`config.mk`:
```
export PLATFORM = sky130hd
export DESIGN_NAME = ieqar_ctrl
export DESIGN_NICKNAME = d
export VERILOG_FILES = /design/src/rtl/core/ieqar_pkg.sv /design/src/rtl/core/ieqar_ctrl.sv
export VERILOG_INCLUDE_DIRS = /design/src /design/src/rtl/core
export SDC_FILE = /design/constraint.sdc
export NUM_CORES = 1
export LEC_CHECK = 0
export BUFFER_PORTS_ARGS = -buffer_cell sky130_fd_sc_hd__buf_4
export CORE_AREA = 5 5 42 44
export CTS_CLUSTER_SIZE = 28
export DETAILED_ROUTE_END_ITERATION = 8
export DIE_AREA = 0 0 47 49
export PLACE_DENSITY = 0.38
export SYNTH_ARGS = -nofsm -noshare
export SYNTH_HDL_FRONTEND = slang
export SYNTH_SLANG_ARGS = --single-unit
```
`constraint.sdc`:
```
create_clock -name i_clk -period 0.86 [get_ports i_clk]
set_clock_uncertainty 0.05 [all_clocks]
set_input_delay 0.043 -clock i_clk [delete_from_list [all_inputs] [get_ports i_clk]]
set_output_delay 0.043 -clock i_clk [all_outputs]
set_load 0.1 [all_outputs]
```
`src/rtl/core/input_event_queue_with_autorepeat_defines.svh`:
```
// ----------------------------------------------------------------------------
// Event queue assertion macros
// Shared concurrent assertion helpers; compiled out with NO_ASSERTIONS
// ----------------------------------------------------------------------------
`ifndef INPUT_EVENT_QUEUE_WITH_AUTOREPEAT_DEFINES_SVH
`define INPUT_EVENT_QUEUE_WITH_AUTOREPEAT_DEFINES_SVH

`ifndef NO_ASSERTIONS

// same-cycle implication, checked out of reset
`define IEQAR_ASSERT_IMP(label, clk, rst_n, ante, cons) \
    label: assert property (@(posedge clk) disable iff (!(rst_n)) (ante) |-> (cons)) \
        else $error("assertion failed in %m");

// next-cycle implication, checked out of reset
`define IEQAR_ASSERT_NXT(label, clk, rst_n, ante, cons) \
    label: assert property (@(posedge clk) disable iff (!(rst_n)) (ante) |=> (cons)) \
        else $error("assertion failed in %m");

`else

`define IEQAR_ASSERT_IMP(label, clk, rst_n, ante, cons)
`define IEQAR_ASSERT_NXT(label, clk, rst_n, ante, cons)

`endif

`endif

```
`src/rtl/core/ieqar_pkg.sv`:
```
// ----------------------------------------------------------------------------
// Event queue package
// Types, codes and reset values shared by the event queue modules
// ----------------------------------------------------------------------------
package ieqar_pkg;

    // ring size default
    localparam int RING_DEPTH_DEF = 256;

    // register reset values
    localparam logic [15:0] DELAY_RST  = 16'd500;
    localparam logic [15:0] PERIOD_RST = 16'd33;
    localparam logic [15:0] KEY_RST    = 16'd1;

    // register indexes (word address bits)
    localparam logic [1:0] REG_DELAY  = 2'd0;
    localparam logic [1:0] REG_PERIOD = 2'd1;
    localparam logic [1:0] REG_KEY    = 2'd2;

    // request actions
    localparam logic [1:0] ACT_PUSH = 2'd0;
    localparam logic [1:0] ACT_TICK = 2'd1;
    localparam logic [1:0] ACT_POP  = 2'd2;

    // result status codes
    localparam logic [1:0] ST_OK   = 2'd0;
    localparam logic [1:0] ST_DROP = 2'd1;
    localparam logic [1:0] ST_NONE = 2'd2;

    // key values
    localparam logic signed [31:0] KEY_RELEASE = 32'sd0;
    localparam logic signed [31:0] KEY_PRESS   = 32'sd1;
    localparam logic signed [31:0] KEY_REPEAT  = 32'sd2;

    typedef struct packed {
        logic [1:0]         action;
        logic [31:0]        now_ms;
        logic [15:0]        in_type;
        logic [15:0]        in_code;
        logic signed [31:0] in_value;
    } t_req;

    typedef struct packed {
        logic [1:0]         status;
        logic [31:0]        out_time_ms;
        logic [15:0]        out_type;
        logic [15:0]        out_code;
        logic signed [31:0] out_value;
        logic [8:0]         pending_count;
        logic [31:0]        pushed_total;
        logic [31:0]        dropped_total;
        logic [31:0]        read_total;
    } t_rsp;

    // one ring entry
    typedef struct packed {
        logic [31:0]        time_ms;
        logic [15:0]        ev_type;
        logic [15:0]        ev_code;
        logic signed [31:0] ev_value;
    } t_slot;

    typedef struct packed {
        logic [15:0] delay_ms;
        logic [15:0] period_ms;
        logic [15:0] key_type;
    } t_cfg;

    // controller to datapath commands
    typedef struct packed {
        logic exec;    // request without ring read: push, tick, empty pop, unused
        logic rd;      // start ring read for a pop
        logic fin;     // finish pop with read data
    } t_cmd;

    // datapath to controller status
    typedef struct packed {
        logic empty;
    } t_stat;

endpackage

```
`src/rtl/core/ieqar_ctrl.sv`:
```
// ----------------------------------------------------------------------------
// Event queue controller
// Request handshake, pop sequencing and result valid
// ----------------------------------------------------------------------------
`include "input_event_queue_with_autorepeat_defines.svh"

module ieqar_ctrl (
    input  logic                i_clk,
    input  logic                i_rst_n,
    input  logic                i_in_valid,
    input  logic [1:0]          i_action,
    output logic                o_in_stall,
    output logic                o_out_valid,
    input  logic                i_out_stall,
    input  ieqar_pkg::t_stat    i_stat,
    output ieqar_pkg::t_cmd     o_cmd
);

    localparam logic ST_IDLE = 1'b0;
    localparam logic ST_POP  = 1'b1;

    logic r_state;
    logic n_state;
    logic r_out_valid;
    logic n_out_valid;
    logic take;
    logic accept;
    logic is_pop;

    // ready when idle and the result register is free or draining
    assign take   = (r_state == ST_IDLE) && (!r_out_valid || !i_out_stall);
    assign accept = i_in_valid && take;
    assign is_pop = (i_action == ieqar_pkg::ACT_POP) && !i_stat.empty;

    // commands
    always_comb begin
        o_cmd.exec = accept && !is_pop;
        o_cmd.rd   = accept && is_pop;
        o_cmd.fin  = (r_state == ST_POP);
    end

    // state sequencing
    always_comb begin
        n_state = r_state;
        unique case (r_state)
            ST_IDLE: begin
                if (o_cmd.rd) begin
                    n_state = ST_POP;
                end
            end
            ST_POP: begin
                n_state = ST_IDLE;
            end
            default: begin
                n_state = ST_IDLE;
            end
        endcase
    end

    // result valid
    always_comb begin
        n_out_valid = r_out_valid;
        if (o_cmd.exec || o_cmd.fin) begin
            n_out_valid = 1'b1;
        end else if (!i_out_stall) begin
            n_out_valid = 1'b0;
        end
    end

    always_ff @(posedge i_clk) begin
        if (!i_rst_n) begin
            r_state     <= ST_IDLE;
            r_out_valid <= 1'b0;
        end else begin
            r_state     <= n_state;
            r_out_valid <= n_out_valid;
        end
    end

    assign o_in_stall  = !take;
    assign o_out_valid = r_out_valid;

    // pop read always moves to the finish state
    `IEQAR_ASSERT_NXT(a_rd_to_pop, i_clk, i_rst_n, o_cmd.rd, r_state == ST_POP)
    // result register is free when a pop finishes
    `IEQAR_ASSERT_IMP(a_pop_free, i_clk, i_rst_n, r_state == ST_POP, !r_out_valid)
    // finished pop presents a result
    `IEQAR_ASSERT_NXT(a_fin_valid, i_clk, i_rst_n, o_cmd.fin, r_out_valid)

endmodule

```
After elaboration in Yosys (flattened, before gate mapping)
Cells that the tools add are included.

Bits in registers: 2. Bits in latches: 0. RAM bits: 0. Memory bits (read-only): 0. Bits of input ports: 7. Output and inout bits: 5. Word-level logic and storage cells: 21. Memories: 0.

$add $sub $neg: 0. Multiply operators: 0. Divide/modulo/power cells: 0. Magnitude comparators: 0. Equality and inequality tests: 2. Shift-type cells: 0. Multiplexer cells: 4. Bitwise gates (word level): 1. Reductions and logical operators: 12.

Operator list (number): logical AND 1 bit (5); zero test 1 bit (5); 2-to-1 mux 1 bit (3); == test 2 bit, second input constant (1); logical OR 1 bit (2); != test 2 x 1 -> 1 bit, second input constant (1); one-hot mux 1 bit (2 select lines) (1); NOT 1 bit (1).

Logic depth before layout (Yosys ltp)
Depth in word-level cells: 7. Mapped depth: 3. Depth with buffers taken out: 3.

Least setup slack after synthesis
No wires, ideal clock.

Kind: register to output. Start point: reg r_out_valid, in the netlist o_out_valid. End point: out o_cmd[2] (netlist bit). Arrival: 2.723 ns. Required time: 0.767 ns. Slack: -1.956 ns. Cell stages (with the launch flop): 4. Path buffers: 0. Cell sequence: dfxtp_1 > a21oi_1 > inv_1 > nor3b_2.

RTL lines: from (decl) (RTL line ieqar_ctrl.sv:24) `logic r_out_valid;`; from (signal assigned) (RTL line ieqar_ctrl.sv:76) `r_out_valid <= n_out_valid;`; to (decl) (RTL line ieqar_ctrl.sv:16) `output ieqar_pkg::t_cmd o_cmd`.

==> flow_metrics.py <==
metrics = {
    "worst_setup_path": {
        "worstSetupStartpointType": "flop",
        "reg2reg_slack_ns": -0.31,
        "path_class": "flop to primary output",
        "cp.arrival_ns": 1.29,
        "cp.required_ns": 0.77,
        "crit_fanout": 2,
        "r2r-start": "o_out_valid$_SDFFE_PN0P_",
        "r2r_end": "o_out_valid$_SDFFE_PN0P_",
        "end_kind": "primary output",
        "reg2regPathDepth": 5,
    },
    "cells_and_area": {
        "final_util_pct": 27.5,
        "fin_nets": 39,
        "area_growth_pct": 231,
        "layout-drive-gt1-share_pct": 83.9,
        "num_antenna_cells": 0,
        "layoutNonFillerInstCount": 47,
    },
    "clocking": {
        "clock_latency_ns": 0.24,
        "cts_root_buf": "clkbuf_4",
        "htree_levels": 1,
        "cts_buffers": 3,
        "clockBufferDepth": 2,
        "clk_pin_slew_ns": 0.04,
        "cts_tree": "done",
        "clock-sinks": 2,
    },
    "timing": {
        "setup_violations": 7,
        "relSlewSlack_pct": 82.1,
        "hold_viol": 0,
        "final_max_slew_viol_count": 0,
        "min_period_ns": 1.38,
        "max_freq_mhz": 723,
        "whs_ns": 0.0248,
        "rsz0062_at_grt": "true",
        "fin_crit_sh_pct": 161,
        "tightest_slew_ns": 0.268,
        "setup_slack_ns": -0.524,
    },
    "power_and_ir_drop": {
        "p_per_area_mw_per_mm2": 1540,
        "power.leakage_uw": 0.000162,
        "totalPowerFinal_uw": 593,
        "peakVddDrop_v": 0.000494,
    },
    "floorplanning": {
        "coreArea_mm2": 0.00140,
        "die_w_um": 47,
        "rows": 14,
        "die_height_um": 49,
        "io_pins": 12,
        "initial_core_util_pct": 8.30,
        "dieArea_mm2": 0.00230,
    },
    "grt": {
        "grt_pass1_wl_um": 862,
        "grt_max_degree": 5,
        "grt_pass1_vias": 191,
        "antenna_found_initial": 0,
        "grt_usage_pct": 5.62,
        "grt_overflow": 0,
    },
    "route": {
        "drt_wl_total_um": 497,
        "wirelength_met1_um": 208,
        "dr.pass1.iters": 2,
        "via_per_inst": 3.45,
        "drcViolationCount": 0,
        "wl_met3_um": 81,
        "ant_nets": 0,
        "detail_route.wl_per_cell_um": 10.6,
        "first_iter_violations": 1,
        "routed-via-count": 162,
        "top_layer_used": "met4",
        "wl_met2_um": 192,
    },
    "outcome": {
        "status": "finished, violations left",
        "violations": "negative setup slack",
    },
    "placement": {
        "portBuffers": 11,
        "dp.cells": 39,
        "gp_congestion": 0.721,
    },
    "synthesis": {
        "yosysTopAreaCellShare_pct": 34.4,
        "synthCells": 11,
        "avgSynthCellArea_um2": 10.6,
        "ys_ff_latch": 2,
        "yosys.area.top_type": "dfxtp_1",
        "synth_cell_type_count": 10,
        "yosys_warnings": 0,
        "yosysSeqAreaShare_pct": 34.4,
        "syn_area_um2": 116,
        "synthesis.nets": 18,
        "synth.area.top_cells": "dfxtp_1 34%, nor3b_4 16%, nor3b_2 11%",
    },
    "worst_hold_path": {
        "whs_path_depth": 3,
        "min_from": "i_in_valid",
        "holdPathEnd": "o_out_valid$_SDFFE_PN0P_",
        "min_path_type": "input port to flop",
    },
    "run": {
        "cap_viol_max_count": 0,
    },
}
state kept, by name (all words and copies together), names as in the netlist:
| register | cells |
|---|---|
| r_state | 1 |
| o_out_valid | 1 |
cells in the mapped netlist (all sizes together):
cell type / n
o2bb2ai: 1
buf: 1
and3: 1
nand2: 1
nor3b: 2
a21oi: 1
and4: 1
dfxtp: 2
inv: 1
metrics by stage:
step | setup WS, ns | setup TNS (ns) | instance area (um^2)
floorplan | -1.32 | -2.78 | 141
global placement | -0.356 | -0.984 | 251
detailed placement | -0.365 | -1.00 | 251
CTS | -0.537 | -2.05 | 385
global route | -0.589 | -2.34 | 385
finish | -0.524 | -2.03 | 385
cell usage in the layout, fill, tap and decap left out:
cell,n
a21oi_4,1
and3_4,1
and4_1,1
buf_12,5
buf_4,9
buf_6,2
clkbuf_1,1
clkbuf_4,3
clkinvlp_4,1
dfxtp_2,1
dfxtp_4,1
dlygate4sd3_1,1
nand2_1,1
nor3b_4,2
o2bb2ai_1,1
metal layers:
layer | GRT usage, % | vias to the layer above
li1 | - | 78
met1 | 6.11 | 68
met2 | 6.11 | 14
met3 | 4.80 | 2
met4 | 5.53 | 0
met5 | 0 | -
power breakdown:
| part | switching [uW] | leakage (uW) | internal, uW |
|---|---|---|---|
| Sequential | 4.72 | 0.0000175 | 98.3 |
| Clock | 68.9 | 0.0000150 | 173 |
| Combinational | 140 | 0.000130 | 108 |
worst max-delay path by stage:
stage	from	to	slack, ns	cells after the start
floorplan	o_out_valid$_SDFFE_PN0P_	o_cmd[2]	-1.32	3
global placement	o_out_valid$_SDFFE_PN0P_	o_cmd[2]	-0.36	4
detailed placement	o_out_valid$_SDFFE_PN0P_	o_cmd[2]	-0.37	4
CTS	o_out_valid$_SDFFE_PN0P_	o_cmd[2]	-0.54	4
global route	o_out_valid$_SDFFE_PN0P_	o_cmd[2]	-0.59	4
finish	o_out_valid$_SDFFE_PN0P_	o_cmd[2]	-0.52	4
cell families after synthesis:
| family | Yosys count | share of synthesized area, % |
|---|---|---|
| simple gates | 5 | 44.1 |
| flops | 2 | 34.4 |
| compound gates | 2 | 11.8 |
| buf+inv | 2 | 9.68 |
cell type report:
cell class              instances  area [um^2]
clock buffers                   4         26.3
well taps                      16         20.0
multi-input cells               7         86.3
flip-flops and latches          2         45.0
repair buffers                 17          200
fillers                       162         1020
inverters                       1         7.51
worst max-delay path: stages, from the launching register on:
cell,delay (ns)
dfxtp_4,0.34
a21oi_4,0.16
clkinvlp_4,0.13
nor3b_4,0.22
buf_12,0.20
what timing repair did:
action / CTS / global route
hold endpoints to repair: 1 / 0
gates resized for setup: 19 / 2
hold buffers: 1 / 0
setup endpoints to repair: 6 / 7
buffers inserted: 3 / 2
pin swaps: 2 / 0
Note: power is estimated with default switching activity, not from simulation.
